==> config.mk <==
export PLATFORM = sky130hd
export DESIGN_NAME = rbf_kernel_distance_exp
export DESIGN_NICKNAME = d
export VERILOG_FILES = /design/src/design/rbfk_pkg.sv /design/src/design/rbfk_front.sv /design/src/design/rbfk_queue.sv /design/src/design/rbfk_back.sv /design/src/design/rbf_kernel_distance_exp.sv
export SDC_FILE = /design/constraint.sdc
export NUM_CORES = 2
export LEC_CHECK = 0
export BUFFER_PORTS_ARGS = -buffer_cell sky130_fd_sc_hd__buf_2
export CORE_UTILIZATION = 42
export CTS_CLUSTER_SIZE = 14
export DETAILED_ROUTE_END_ITERATION = 8
export GPL_TIMING_DRIVEN = 0
export PLACE_DENSITY = 0.64
export SETUP_SLACK_MARGIN = 0.02
export SLEW_MARGIN = 5
export SYNTH_ARGS = -nofsm -noshare
export SYNTH_HDL_FRONTEND = slang
export SYNTH_SLANG_ARGS = --single-unit
==> constraint.sdc <==
create_clock -name clk -period 11.67 [get_ports clk]
set_clock_uncertainty 0.2 [all_clocks]
set_input_delay 0.5835 -clock clk [delete_from_list [all_inputs] [get_ports clk]]
set_output_delay 0.5835 -clock clk [all_outputs]
set_load 0.03 [all_outputs]
==> src/design/rbfk_pkg.sv <==
`default_nettype none
package rbfk_pkg;

  localparam int ELEM_W = 16;
  localparam int SQ_W = 32;
  localparam int SUM_W = 48;
  localparam int GAMMA_W = 20;
  localparam int KERNEL_W = 16;
  localparam int QUEUE_DEPTH = 2;

  localparam logic [GAMMA_W-1:0] GAMMA_RESET = 20'd3277;
  localparam logic [16:0] LOG2E_Q16 = 17'd94548;
  localparam logic [19:0] T_LIMIT = 20'd786432;

  typedef enum logic [3:0] {
    B_IDLE,
    B_PROD_LO,
    B_PROD_HI,
    B_ROUND,
    B_LOG2,
    B_INTERP,
    B_SCALE,
    B_SHIFT,
    B_DONE
  } back_state_t;

  typedef struct packed {
    logic full;
    logic empty;
  } q_stat_t;

  // Table of round(65536 * 2^(-i/16)) for i from 0 to 16.
  function automatic logic [16:0] pow2_tab(input logic [4:0] idx);
    logic [16:0] r;
    unique case (idx)
      5'd0:    r = 17'd65536;
      5'd1:    r = 17'd62757;
      5'd2:    r = 17'd60097;
      5'd3:    r = 17'd57549;
      5'd4:    r = 17'd55109;
      5'd5:    r = 17'd52773;
      5'd6:    r = 17'd50535;
      5'd7:    r = 17'd48393;
      5'd8:    r = 17'd46341;
      5'd9:    r = 17'd44376;
      5'd10:   r = 17'd42495;
      5'd11:   r = 17'd40693;
      5'd12:   r = 17'd38968;
      5'd13:   r = 17'd37316;
      5'd14:   r = 17'd35734;
      5'd15:   r = 17'd34219;
      5'd16:   r = 17'd32768;
      default: r = 17'd32768;
    endcase
    return r;
  endfunction

endpackage
`default_nettype wire

==> src/design/rbfk_front.sv <==
`default_nettype none
module rbfk_front (
  input  wire logic                        clk,
  input  wire logic                        rst,
  input  wire logic                        in_valid,
  output logic                             in_ready,
  input  wire logic [4*rbfk_pkg::ELEM_W-1:0] in_data,
  input  wire logic                        in_last,
  input  wire rbfk_pkg::q_stat_t           q_stat,
  output logic                             q_push,
  output logic [rbfk_pkg::SUM_W-1:0]       q_push_data
);

  logic signed [rbfk_pkg::ELEM_W:0] d0;
  logic signed [rbfk_pkg::ELEM_W:0] d1;
  logic [rbfk_pkg::ELEM_W:0]        m0;
  logic [rbfk_pkg::ELEM_W:0]        m1;
  logic                             s1_valid;
  logic                             s1_last;
  logic [rbfk_pkg::SQ_W-1:0]        sq0;
  logic [rbfk_pkg::SQ_W-1:0]        sq1;
  logic                             s1_adv;
  logic [rbfk_pkg::SUM_W-1:0]       sum;
  logic [rbfk_pkg::SUM_W+1:0]       total;
  logic [rbfk_pkg::SUM_W-1:0]       clamped;

  assign d0 = {in_data[15], in_data[15:0]} - {in_data[47], in_data[47:32]};
  assign d1 = {in_data[31], in_data[31:16]} - {in_data[63], in_data[63:48]};
  assign m0 = d0[16] ? 17'(-d0) : 17'(d0);
  assign m1 = d1[16] ? 17'(-d1) : 17'(d1);

  assign s1_adv = s1_valid && (!s1_last || !q_stat.full);
  assign in_ready = !s1_valid || s1_adv;

  always_ff @(posedge clk) begin
    if (rst) begin
      s1_valid <= 1'b0;
    end else if (in_ready) begin
      s1_valid <= in_valid;
    end
  end

  always_ff @(posedge clk) begin
    if (in_valid && in_ready) begin
      sq0 <= m0[15:0] * m0[15:0];
      sq1 <= m1[15:0] * m1[15:0];
      s1_last <= in_last;
    end
  end

  // Both squares are non-negative, so one clamp after the two adds matches
  // saturating after each of them.
  assign total = 50'(sum) + 50'(sq0) + 50'(sq1);
  assign clamped = (|total[rbfk_pkg::SUM_W+1:rbfk_pkg::SUM_W]) ? '1 : total[rbfk_pkg::SUM_W-1:0];

  always_ff @(posedge clk) begin
    if (rst) begin
      sum <= '0;
    end else if (s1_adv) begin
      sum <= s1_last ? '0 : clamped;
    end
  end

  assign q_push = s1_adv && s1_last;
  assign q_push_data = clamped;

endmodule
`default_nettype wire

==> src/design/rbfk_queue.sv <==
`default_nettype none
module rbfk_queue #(
  parameter int DEPTH = rbfk_pkg::QUEUE_DEPTH
) (
  input  wire logic                        clk,
  input  wire logic                        rst,
  input  wire logic                        push,
  input  wire logic [rbfk_pkg::SUM_W-1:0]  push_data,
  input  wire logic                        pop,
  output logic [rbfk_pkg::SUM_W-1:0]       pop_data,
  output rbfk_pkg::q_stat_t                stat
);

  localparam int PTR_W = $clog2(DEPTH);
  localparam int CNT_W = $clog2(DEPTH + 1);

  logic [rbfk_pkg::SUM_W-1:0] mem [DEPTH];
  logic [PTR_W-1:0]           wr_ptr;
  logic [PTR_W-1:0]           rd_ptr;
  logic [CNT_W-1:0]           count;

  assign stat.full = (count == CNT_W'(DEPTH));
  assign stat.empty = (count == '0);
  assign pop_data = mem[rd_ptr];

  always_ff @(posedge clk) begin
    if (push) begin
      mem[wr_ptr] <= push_data;
    end
  end

  always_ff @(posedge clk) begin
    if (rst) begin
      wr_ptr <= '0;
      rd_ptr <= '0;
      count <= '0;
    end else begin
      if (push) begin
        wr_ptr <= (wr_ptr == PTR_W'(DEPTH - 1)) ? '0 : wr_ptr + 1'b1;
      end
      if (pop) begin
        rd_ptr <= (rd_ptr == PTR_W'(DEPTH - 1)) ? '0 : rd_ptr + 1'b1;
      end
      if (push && !pop) begin
        count <= count + 1'b1;
      end else if (pop && !push) begin
        count <= count - 1'b1;
      end
    end
  end

`ifndef SYNTH
  a_no_push_full: assert property (@(posedge clk) disable iff (rst) !(push && stat.full))
    else $error("queue written while full");
  a_no_pop_empty: assert property (@(posedge clk) disable iff (rst) !(pop && stat.empty))
    else $error("queue read while empty");
  a_count_range: assert property (@(posedge clk) disable iff (rst) count <= CNT_W'(DEPTH))
    else $error("queue count out of range");
`endif

endmodule
`default_nettype wire

==> src/design/rbfk_back.sv <==
`default_nettype none
module rbfk_back (
  input  wire logic                          clk,
  input  wire logic                          rst,
  input  wire logic                          cfg_valid,
  input  wire logic [rbfk_pkg::GAMMA_W-1:0]  cfg_data,
  input  wire rbfk_pkg::q_stat_t             q_stat,
  input  wire logic [rbfk_pkg::SUM_W-1:0]    q_data,
  output logic                               q_pop,
  output logic                               out_valid,
  input  wire logic                          out_ready,
  output logic [rbfk_pkg::KERNEL_W-1:0]      out_data
);

  rbfk_pkg::back_state_t state;
  rbfk_pkg::back_state_t state_next;

  logic [rbfk_pkg::GAMMA_W-1:0] gamma;
  logic [43:0]                  sum_r;
  logic [41:0]                  prod_lo;
  logic [41:0]                  prod_hi;
  logic [64:0]                  rsum;
  logic [40:0]                  t_r;
  logic [36:0]                  upr;
  logic [20:0]                  u_r;
  logic                         big_r;
  logic [4:0]                   k_r;
  logic [16:0]                  tv_r;
  logic [16:0]                  tab_a;
  logic [16:0]                  tab_b;
  logic [11:0]                  delta;
  logic [23:0]                  pi_r;
  logic [24:0]                  pi_rnd;
  logic [16:0]                  v_r;
  logic [17:0]                  rnd;
  logic [17:0]                  shifted;
  logic [rbfk_pkg::KERNEL_W-1:0] result;
  logic                         special;
  logic                         out_load;
  logic                         out_free;

  assign out_free = !out_valid || out_ready;
  assign special = (gamma == '0) || (|q_data[rbfk_pkg::SUM_W-1:44]);

  always_ff @(posedge clk) begin
    if (rst) begin
      gamma <= rbfk_pkg::GAMMA_RESET;
    end else if (cfg_valid) begin
      gamma <= cfg_data;
    end
  end

  always_comb begin
    state_next = state;
    unique case (state)
      rbfk_pkg::B_IDLE: begin
        if (!q_stat.empty) begin
          state_next = special ? rbfk_pkg::B_DONE : rbfk_pkg::B_PROD_LO;
        end
      end
      rbfk_pkg::B_PROD_LO: state_next = rbfk_pkg::B_PROD_HI;
      rbfk_pkg::B_PROD_HI: state_next = rbfk_pkg::B_ROUND;
      rbfk_pkg::B_ROUND:   state_next = rbfk_pkg::B_LOG2;
      rbfk_pkg::B_LOG2:    state_next = rbfk_pkg::B_INTERP;
      rbfk_pkg::B_INTERP:  state_next = rbfk_pkg::B_SCALE;
      rbfk_pkg::B_SCALE:   state_next = rbfk_pkg::B_SHIFT;
      rbfk_pkg::B_SHIFT:   state_next = rbfk_pkg::B_DONE;
      rbfk_pkg::B_DONE: begin
        if (out_free) begin
          state_next = rbfk_pkg::B_IDLE;
        end
      end
      default: state_next = rbfk_pkg::B_IDLE;
    endcase
  end

  always_comb begin
    q_pop = 1'b0;
    out_load = 1'b0;
    unique case (state)
      rbfk_pkg::B_IDLE: q_pop = !q_stat.empty;
      rbfk_pkg::B_DONE: out_load = out_free;
      default: begin
        q_pop = 1'b0;
        out_load = 1'b0;
      end
    endcase
  end

  always_ff @(posedge clk) begin
    if (rst) begin
      state <= rbfk_pkg::B_IDLE;
    end else begin
      state <= state_next;
    end
  end

  assign rsum = {1'b0, prod_hi, 22'd0} + 65'(prod_lo) + (65'd1 << 23);
  assign upr = 37'(t_r[19:0]) * 37'(rbfk_pkg::LOG2E_Q16) + 37'd32768;
  assign tab_a = rbfk_pkg::pow2_tab({1'b0, u_r[15:12]});
  assign tab_b = rbfk_pkg::pow2_tab(5'({1'b0, u_r[15:12]}) + 5'd1);
  assign delta = 12'(tab_a - tab_b);
  assign pi_rnd = 25'(pi_r) + 25'd2048;
  assign rnd = (k_r == '0) ? '0 : (18'd1 << (k_r - 5'd1));
  assign shifted = ({1'b0, v_r} + rnd) >> k_r;

  always_comb begin
    if (big_r || k_r > 5'd16) begin
      result = '0;
    end else if (|shifted[17:16]) begin
      result = '1;
    end else begin
      result = shifted[15:0];
    end
  end

  always_ff @(posedge clk) begin
    unique case (state)
      rbfk_pkg::B_IDLE: begin
        sum_r <= q_data[43:0];
        big_r <= (gamma != '0);
        k_r <= '0;
        v_r <= (gamma == '0) ? 17'd65536 : 17'd0;
      end
      rbfk_pkg::B_PROD_LO: prod_lo <= 42'(gamma) * 42'(sum_r[21:0]);
      rbfk_pkg::B_PROD_HI: prod_hi <= 42'(gamma) * 42'(sum_r[43:22]);
      rbfk_pkg::B_ROUND:   t_r <= rsum[64:24];
      rbfk_pkg::B_LOG2: begin
        big_r <= (|t_r[40:20]) || (t_r[19:0] >= rbfk_pkg::T_LIMIT);
        u_r <= upr[36:16];
      end
      rbfk_pkg::B_INTERP: begin
        k_r <= u_r[20:16];
        tv_r <= tab_a;
        pi_r <= 24'(delta) * 24'(u_r[11:0]);
      end
      rbfk_pkg::B_SCALE:   v_r <= tv_r - 17'(pi_rnd[24:12]);
      default: begin
      end
    endcase
  end

  always_ff @(posedge clk) begin
    if (out_load) begin
      out_data <= result;
    end
  end

  always_ff @(posedge clk) begin
    if (rst) begin
      out_valid <= 1'b0;
    end else if (out_load) begin
      out_valid <= 1'b1;
    end else if (out_ready) begin
      out_valid <= 1'b0;
    end
  end

`ifndef SYNTH
  a_load_from_done: assert property (@(posedge clk) disable iff (rst)
    $rose(out_valid) |-> $past(state) == rbfk_pkg::B_DONE)
    else $error("result presented outside the done step");
  a_pop_only_idle: assert property (@(posedge clk) disable iff (rst)
    q_pop |=> state != rbfk_pkg::B_IDLE)
    else $error("sequencer did not start after taking a sum");
`endif

endmodule
`default_nettype wire

==> src/design/rbf_kernel_distance_exp.sv <==
`default_nettype none
// Gaussian RBF kernel of two streamed feature vectors. Each input word carries two
// element pairs; its squared differences are registered and then added into a saturating
// 48-bit sum. The word marked last closes the vector, and its sum goes into a two-entry
// queue to the exponential sequencer, which works through one sum in steps (taking it
// from the queue, two partial products of gamma times the sum, a rounding step, the
// log2(e) scaling, table interpolation, the subtraction and the final power-of-two shift
// into the output register). When gamma is zero or the sum is 2^44 or more the result is
// fixed and the sequencer goes straight from taking the sum to loading the output. Input
// words keep streaming while the sequencer works; only a word marked last is held, and
// only while two finished vectors are already in the queue; words behind it then wait.
// gamma is written on the configuration channel, which is always ready, and should only
// change while no vector is in flight.
module rbf_kernel_distance_exp #(
  parameter int QUEUE_DEPTH = rbfk_pkg::QUEUE_DEPTH
) (
  input  wire logic                         clk,
  input  wire logic                         rst,
  input  wire logic                         s_tvalid,
  output logic                              s_tready,
  // x_first, x_second, y_first, y_second
  input  wire logic [4*rbfk_pkg::ELEM_W-1:0] s_tdata,
  input  wire logic                         s_tlast,
  output logic                              m_tvalid,
  input  wire logic                         m_tready,
  // kernel_value
  output logic [rbfk_pkg::KERNEL_W-1:0]     m_tdata,
  input  wire logic                         cfg_valid,
  output logic                              cfg_ready,
  input  wire logic [rbfk_pkg::GAMMA_W-1:0] cfg_data
);

  rbfk_pkg::q_stat_t          q_stat;
  logic                       q_push;
  logic [rbfk_pkg::SUM_W-1:0] q_push_data;
  logic                       q_pop;
  logic [rbfk_pkg::SUM_W-1:0] q_pop_data;

  assign cfg_ready = 1'b1;

  rbfk_front u_front (
    .clk         (clk),
    .rst         (rst),
    .in_valid    (s_tvalid),
    .in_ready    (s_tready),
    .in_data     (s_tdata),
    .in_last     (s_tlast),
    .q_stat      (q_stat),
    .q_push      (q_push),
    .q_push_data (q_push_data)
  );

  rbfk_queue #(
    .DEPTH (QUEUE_DEPTH)
  ) u_queue (
    .clk       (clk),
    .rst       (rst),
    .push      (q_push),
    .push_data (q_push_data),
    .pop       (q_pop),
    .pop_data  (q_pop_data),
    .stat      (q_stat)
  );

  rbfk_back u_back (
    .clk       (clk),
    .rst       (rst),
    .cfg_valid (cfg_valid),
    .cfg_data  (cfg_data),
    .q_stat    (q_stat),
    .q_data    (q_pop_data),
    .q_pop     (q_pop),
    .out_valid (m_tvalid),
    .out_ready (m_tready),
    .out_data  (m_tdata)
  );

endmodule
`default_nettype wire
Yosys cells after proc, flatten, opt, wreduce, memory -nomap -nowiden

Memories as Yosys holds them, arrays and structs flattened. A register that Yosys moved wholly into a read port is not among the register bits.
Cells that the tools add are included.

ROM bits: 816
Bits in writable memories: 96
Memories kept: 3
Bits in registers: 413
Word-level logic and storage cells: 125

Memories:

| memory           | words | width | read ports | clocked after Yosys merged registers in | wr ports | line             | text |
|---|---|---|---|---|---|---|---|
| (name not given) | 32    | 17    | 1          | 0                                       | 0        | rbfk_pkg.sv:35   | `unique case (idx)` |
| (name not given) | 16    | 17    | 1          | 1                                       | 0        | rbfk_pkg.sv:35   |  |
| u_queue.mem      | 2     | 48    | 1          | 1                                       | 1        | rbfk_queue.sv:17 | `logic [rbfk_pkg::SUM_W-1:0] mem [DEPTH];` |

Shift-type cells: 2
Magnitude comparators: 2
Equal/unequal tests: 11
Add/sub/neg operators: 19
Muxes and demuxes: 27
Multipliers: 6
Reductions and logical operators: 33

Operator list:

| cell                                                                  | number |
|---|---|
| 48-bit 2-to-1 mux                                                     | 2 |
| 20-bit by 22-bit multiplier with 42-bit output                        | 2 |
| 64-bit by 42-bit adder with 65-bit output                             | 1 |
| 65-bit by 24-bit adder with 65-bit output, second input constant      | 1 |
| 16-bit by 16-bit multiplier with 32-bit output                        | 2 |
| 50-bit by 32-bit adder with 50-bit output                             | 1 |
| 48-bit by 32-bit adder with 49-bit output                             | 1 |
| 16-bit 2-to-1 mux                                                     | 3 |
| 37-bit by 16-bit adder with 37-bit output, second input constant      | 1 |
| 4-bit one-hot mux with 9 select lines                                 | 1 |
| 20-bit by 15-bit multiplier with 35-bit output, second input constant | 1 |
| 17-bit one-hot mux with 2 select lines                                | 1 |
| 16-bit by 16-bit subtractor with 17-bit output                        | 2 |
| 16-bit negation                                                       | 2 |
| 24-bit by 12-bit adder with 25-bit output, second input constant      | 1 |
| 12-bit by 12-bit multiplier with 24-bit output                        | 1 |
| 21-bit OR reduction                                                   | 1 |
| 20-bit >= comparator, second input constant                           | 1 |
| 20-bit zero test                                                      | 1 |
| 20-bit nonzero test                                                   | 1 |
| 17-bit by 18-bit adder with 18-bit output                             | 1 |
| 18-bit 2-to-1 mux                                                     | 1 |
| 1-bit by 5-bit left shift with 18-bit output, first input constant    | 1 |
| 18-bit by 5-bit right shift with 18-bit output                        | 1 |
| other kinds (31)                                                      | 69 |

Logic depth before layout (Yosys ltp)

Depth in word-level cells: 9
Gate-level depth with buffers: 45

Hierarchy

From an unflattened synthesis, not the netlist that was laid out.

Cells, all modules: 8151
Area, all modules: 78231.3 um2

By module, submodules not included:

| module                  | times used | cells each | area an instance (um2) |
|---|---|---|---|
| rbfk_back               | 1          | 5415       | 51727.1 |
| rbfk_front              | 1          | 2563       | 22821.9 |
| rbfk_queue              | 1          | 171        | 3671.0 |
| rbf_kernel_distance_exp | 1          | 2          | 11.3 |

Worst setup path after synthesis

Ideal clock, no wire load.

Kind: in2reg
Start: input port s_tdata[16] in the netlist's numbering
End: register u_front.sq1[22] in the netlist's numbering, data pin
Data arrival time: 9.299 ns
Required time: 11.211 ns
Slack: 1.912 ns
Stages on the path: 40
Path through: inv_1 -> ha_1 -> fa_1 -> nor2b_1 -> o31a_1 -> o211ai_1 -> a21oi_1 -> nor2_1 -> a211oi_1 -> nor3_1 -> nor2_1 -> a2bb2oi_1 -> nor2_1 -> xnor2_1 -> clkinv_1 -> nand2_1 -> inv_1 -> fa_1 -> (+4 left out) -> inv_1 -> fa_1 -> fa_1 -> fa_1 -> inv_1 -> ha_1 -> a21o_1 -> a21o_1 -> a21oi_1 -> o31ai_1 -> a211oi_1 -> nor2_1 -> o41a_1 -> a21oi_1 -> nor2b_1 -> o21ai_0 -> nor2b_1 -> xnor2_1

Cells in the longest elaborated chain, start to end: 4

RTL lines:

| item                                             | line                          | text |
|---|---|---|
| start: declaration                               | rbf_kernel_distance_exp.sv:22 | `input wire logic [4*rbfk_pkg::ELEM_W-1:0] s_tdata,` |
| 16-bit by 16-bit subtractor with 17-bit output * | rbfk_front.sv:28              | `assign d1 = {in_data[31], in_data[31:16]} - {in_data[63], in_data[63:48]};` |
| 16-bit negation                                  | rbfk_front.sv:30              | `assign m1 = d1[16] ? 17'(-d1) : 17'(d1);` |
| 16-bit 2-to-1 mux *                              | rbfk_front.sv:30              |  |
| 16-bit by 16-bit multiplier with 32-bit output * | rbfk_front.sv:46              | `sq1 <= m1[15:0] * m1[15:0];` |
| end signal: assignment                           | rbfk_front.sv:46              |  |
| end: declaration                                 | rbfk_front.sv:21              | `logic [rbfk_pkg::SQ_W-1:0] sq1;` |

Every way passes the cells marked *; elsewhere a longest branch is shown, timed or not.
A chain may end at the register's enable or synchronous reset.

Worst setup path after layout

Start: input port s_tdata[0] in the netlist's numbering
End: register u_front.sq0[30] in the netlist's numbering, data pin

Cells in the longest elaborated chain, start to end: 4

RTL lines:

| item                                             | line             | text |
|---|---|---|
| 16-bit by 16-bit subtractor with 17-bit output * | rbfk_front.sv:27 | `assign d0 = {in_data[15], in_data[15:0]} - {in_data[47], in_data[47:32]};` |
| 16-bit negation                                  | rbfk_front.sv:29 | `assign m0 = d0[16] ? 17'(-d0) : 17'(d0);` |
| 16-bit 2-to-1 mux *                              | rbfk_front.sv:29 |  |
| 16-bit by 16-bit multiplier with 32-bit output * | rbfk_front.sv:45 | `sq0 <= m0[15:0] * m0[15:0];` |
| end signal: assignment                           | rbfk_front.sv:45 |  |
| end: declaration                                 | rbfk_front.sv:20 | `logic [rbfk_pkg::SQ_W-1:0] sq0;` |

Marks and branches as above.

==> Implementation_results.wiki <==
{| class="wikitable"
! Metric !! Value
|-
| Clock slew at the register clock pins of the worst setup and hold paths || 0.06 ns
|-
| Time the final worst path needs with I/O delays and setup || 11.01 ns
|-
| Clock root buffer || clkbuf_16
|-
| Drt drc || 0
|-
| Area contributors post-synth || fa_1, edfxtp_1, ha_1, inv_1, nand2_1
|-
| Number of nets in the final layout || 10,800
|-
| Data arrival at the endpoint of the critical path || 11.24 ns
|-
| Number of global-route vias before repair || 61,000
|-
| Run status || completed
|-
| Prevailing post-synth register cell || edfxtp_1
|-
| Multi-input gate area || 0.0578 mm2
|-
| Area Growth Syn to Fin || 7.76%
|-
| Slowest cell delay on critical path || 0.86 ns
|-
| Total track usage || 22.3%
|-
| Effective utilization at floorplan || 42.4%
|-
| Crit path launch || s_tdata[0]
|-
| Clock Sink Count || 492
|-
| Distinct cell type count after synthesis || 94
|-
| Count of final max-slew check failures || 0
|-
| Total wirelength of the detailed-routed design || 210,000 um
|-
| Input/output buffers || 106
|-
| Highest Clock Rate || 90.9 MHz
|-
| Slowest cell on crit path || xnor2_1
|-
| Core Rows || 158
|-
| Vias post-DR || 58,200
|-
| Final TNS setup || 0 ns
|-
| Worst-margin pin slew || 1.42 ns
|-
| Number of buffers inserted during clock tree synthesis || 58
|-
| Post-synthesis instance area || 0.0788 mm2
|-
| Termination of the worst setup path || u_front.sq0[30]$_DFFE_PP_
|-
| Number of cells traversed by the worst register-to-register path || 40
|-
| Setup WS post-layout || 0.665 ns
|-
| Half-perimeter wire length after detailed placement || 175,000 um
|-
| Routed length per instance || 18.9 um
|-
| Post-CTS setup repair buffer count || 0
|-
| Top Ports || 109
|-
| Capturing point of the worst reg2reg path || u_back.pi_r[23]$_DFFE_PP_
|-
| Normalized max-slew margin || 5.36%
|-
| Yosys reg bits || 492
|-
| Pre-CTS setup slack || -0.201 ns
|-
| Largest net degree at the start of global routing || 44
|-
| Maximum number of buffers from clock root to sink || 3
|-
| Area of the core || 0.186 mm2
|-
| Number of iterations in the first detailed-routing pass || 6
|-
| Global route overflow || 0
|-
| Syn nets || 10,600
|-
| Setup repair after global routing missed its margin || false
|-
| Die Y-Extent || 435 um
|-
| H-Tree Depth || 2
|-
| Final Wtd Congestion || 0.934
|-
| Antenna violations before repair || 5
|-
| Endpoint class of the critical path || flop
|-
| Max-cap violations || 0
|-
| Leading area contributor after synthesis || fa_1
|-
| Count of filler cells inserted in the layout || 17,900
|-
| Startpoint type of the worst setup path || primary input
|-
| Vias per cell || 5.25
|-
| Category of the most critical setup path || primary input to flop
|-
| Final setup violating endpoints || 0
|-
| Share of flip-flops with an asynchronous set or reset || 0%
|-
| Number of routed nets with antenna violations || 0
|-
| Yosys Warn Count || 0
|-
| Seq/Total Area, Yosys || 17.5%
|-
| Number of standard cells after synthesis || 8,340
|-
| Clock latency at the later pin of the worst-skew pair || 0.69 ns
|-
| Footprint of the flip-flops and latches || 0.0138 mm2
|-
| Layout cell share with drive strength beyond 1 || 4.18%
|-
| Crit path max fanout || 10
|-
| Final hold viol count || 0
|-
| Mean post-synth cell area || 9.45 um2
|-
| Floorplan die width || 435 um
|-
| Top-area cell type share of the netlist area || 31.3%
|-
| Total Die Area || 0.189 mm2
|-
| Post-synth EDFFs || 396
|-
| Data required, critical path || 11.90 ns
|-
| Final Cycle Share || 94.3%
|-
| Starting DRT DRC Count || 3,623
|-
| Worst reg-to-reg setup slack || 0.96 ns
|-
| Launch point of the worst reg-to-reg path || u_back.u_r[13]$_DFFE_PP_
|-
| Wire length of the first global-routing pass || 333,000 um
|-
| TritonCTS clock tree || yes
|-
| Worst min-delay path category || primary input to flop
|}
[sequential cells by signal, summed over array words and instances (netlist names), 2 cells and up, named ones only]
signal,flops
u_back.prod_hi,42
u_back.state,4
u_back.v_r,17
u_back.t_r,41
u_front.sq0,31
u_queue.mem,96
u_front.sq1,31
u_back.u_r,21
u_back.gamma,20
u_back.sum_r,44
u_back.tab_a,17
u_back.prod_lo,20
u_back.k_r,5
u_back.tv_r,17
u_front.sum,48
u_back.out_data,16
u_back.pi_r,13
u_queue.count,2
[layout make-up]
| cell class | count | share of cell area (%) |
|---|---|---|
| multi-input cells | 5927 | 68.1 |
| flip-flops and latches | 492 | 16.3 |
| inverters | 1608 | 7.11 |
| well taps | 2480 | 3.65 |
| clock buffers | 72 | 1.79 |
| plain buffers | 313 | 1.45 |
| repair buffers | 143 | 1.12 |
| clock inverters | 38 | 0.555 |
| diodes | 3 | 0.00884 |
[layout by cell type (no fill, tap or decap), drive strengths merged, types with 96 or more instances in the layout]
cell type and instances:
inv 1606, fa 1233, nand2 1008, ha 897, nor2 429, edfxtp 396, and2 375, clkbuf 366
a21oi 276, xnor2 256, o21ai 172, buf 145, xor2 131, a21o 116, nor3 100, nand3 96
dfxtp 96
[synthesized netlist by cell type, types with 9 or more instances]
library cell / instances
a2111oi_0: 9
a211o_1: 20
a211oi_1: 34
a21boi_0: 17
a21o_1: 116
a21oi_1: 275
a22o_1: 47
a31o_2: 9
a31oi_1: 35
a41oi_1: 9
and2_1: 375
and3_1: 49
and4_1: 17
clkbuf_1: 294
clkinv_1: 9
dfxtp_1: 96
edfxtp_1: 396
fa_1: 1233
ha_1: 897
inv_1: 1595
mux2_2: 50
mux2i_1: 38
nand2_1: 1007
nand2b_1: 72
nand3_1: 96
nand4_1: 35
nor2_1: 429
nor2b_1: 63
nor3_1: 99
nor3b_1: 13
nor4_1: 22
o211ai_1: 18
o21a_1: 53
o21ai_0: 169
o21bai_1: 33
o31ai_1: 18
or2_2: 32
or3_1: 19
xnor2_1: 256
xor2_1: 130
[worst max-delay path: cells and delay by family]
kind,cells,cell delay (ns)
AND/OR/NAND/NOR,5,0.99
XOR/XNOR,2,0.95
adder cells (fa/ha/maj),9,3.91
buffers and inverters,10,1.59
AO/OA/AOI/OAI,15,3.20
[metrics by stage]
stage	hold WS (ns)	instances	area (um2)	util, %
global route	0.0718	11100	84900	45.7
detailed placement	0.189	10900	82700	44.5
finish	0.0884	11100	84900	45.7
floorplan	0.186	8340	78800	-
CTS	0.0328	11100	84900	45.7
global placement	0.189	10900	82400	44.4
[metal layers]
layer,vias up,track usage (%),wire [um]
met1,29200,28.3,86400
li1,26900,-,-
met3,396,3.08,12600
met5,-,0,17
met4,2,8.46,8970
met2,1670,38.5,102000
[cell families after synthesis]
group	count (synthesis)	share of synthesized area, %
XOR/XNOR	387	4.31
adder cells (fa/ha/maj)	2130	45.6
AO/OA/AOI/OAI	963	8.08
multiplexers	91	1.28
AND/OR/NAND/NOR	2355	14.0
other	1	0.00476
buffers and inverters	1921	9.22
flip-flops	492	17.5
[worst min path at each step]
stage / from / to / slack (ns) / depth (start not counted)
2_1_floorplan: u_back.tab_a[12]$_DFF_P_ / u_back.tv_r[12]$_DFFE_PP_ / 0.19 / 0
3_3_place_gp: u_back.tab_a[12]$_DFF_P_ / u_back.tv_r[12]$_DFFE_PP_ / 0.19 / 0
3_5_place_dp: u_back.tab_a[12]$_DFF_P_ / u_back.tv_r[12]$_DFFE_PP_ / 0.19 / 0
4_1_cts: m_tready / u_back.out_valid$_SDFFE_PP0P_ / 0.03 / 3
5_1_grt: cfg_data[10] / u_back.gamma[10]$_SDFFE_PP1P_ / 0.07 / 2
6_report: m_tready / u_back.out_valid$_SDFFE_PP0P_ / 0.09 / 3
[what timing repair did]
item / in CTS / in global routing
resized for setup: 0 / 2
hold buffers: 17 / 0
endpoints found under the setup margin: 0 / 4
endpoints found under the hold margin: 17 / 0
Power is not shown: default switching activity piles up to over one toggle a cycle in this logic, so the estimate is an artifact.
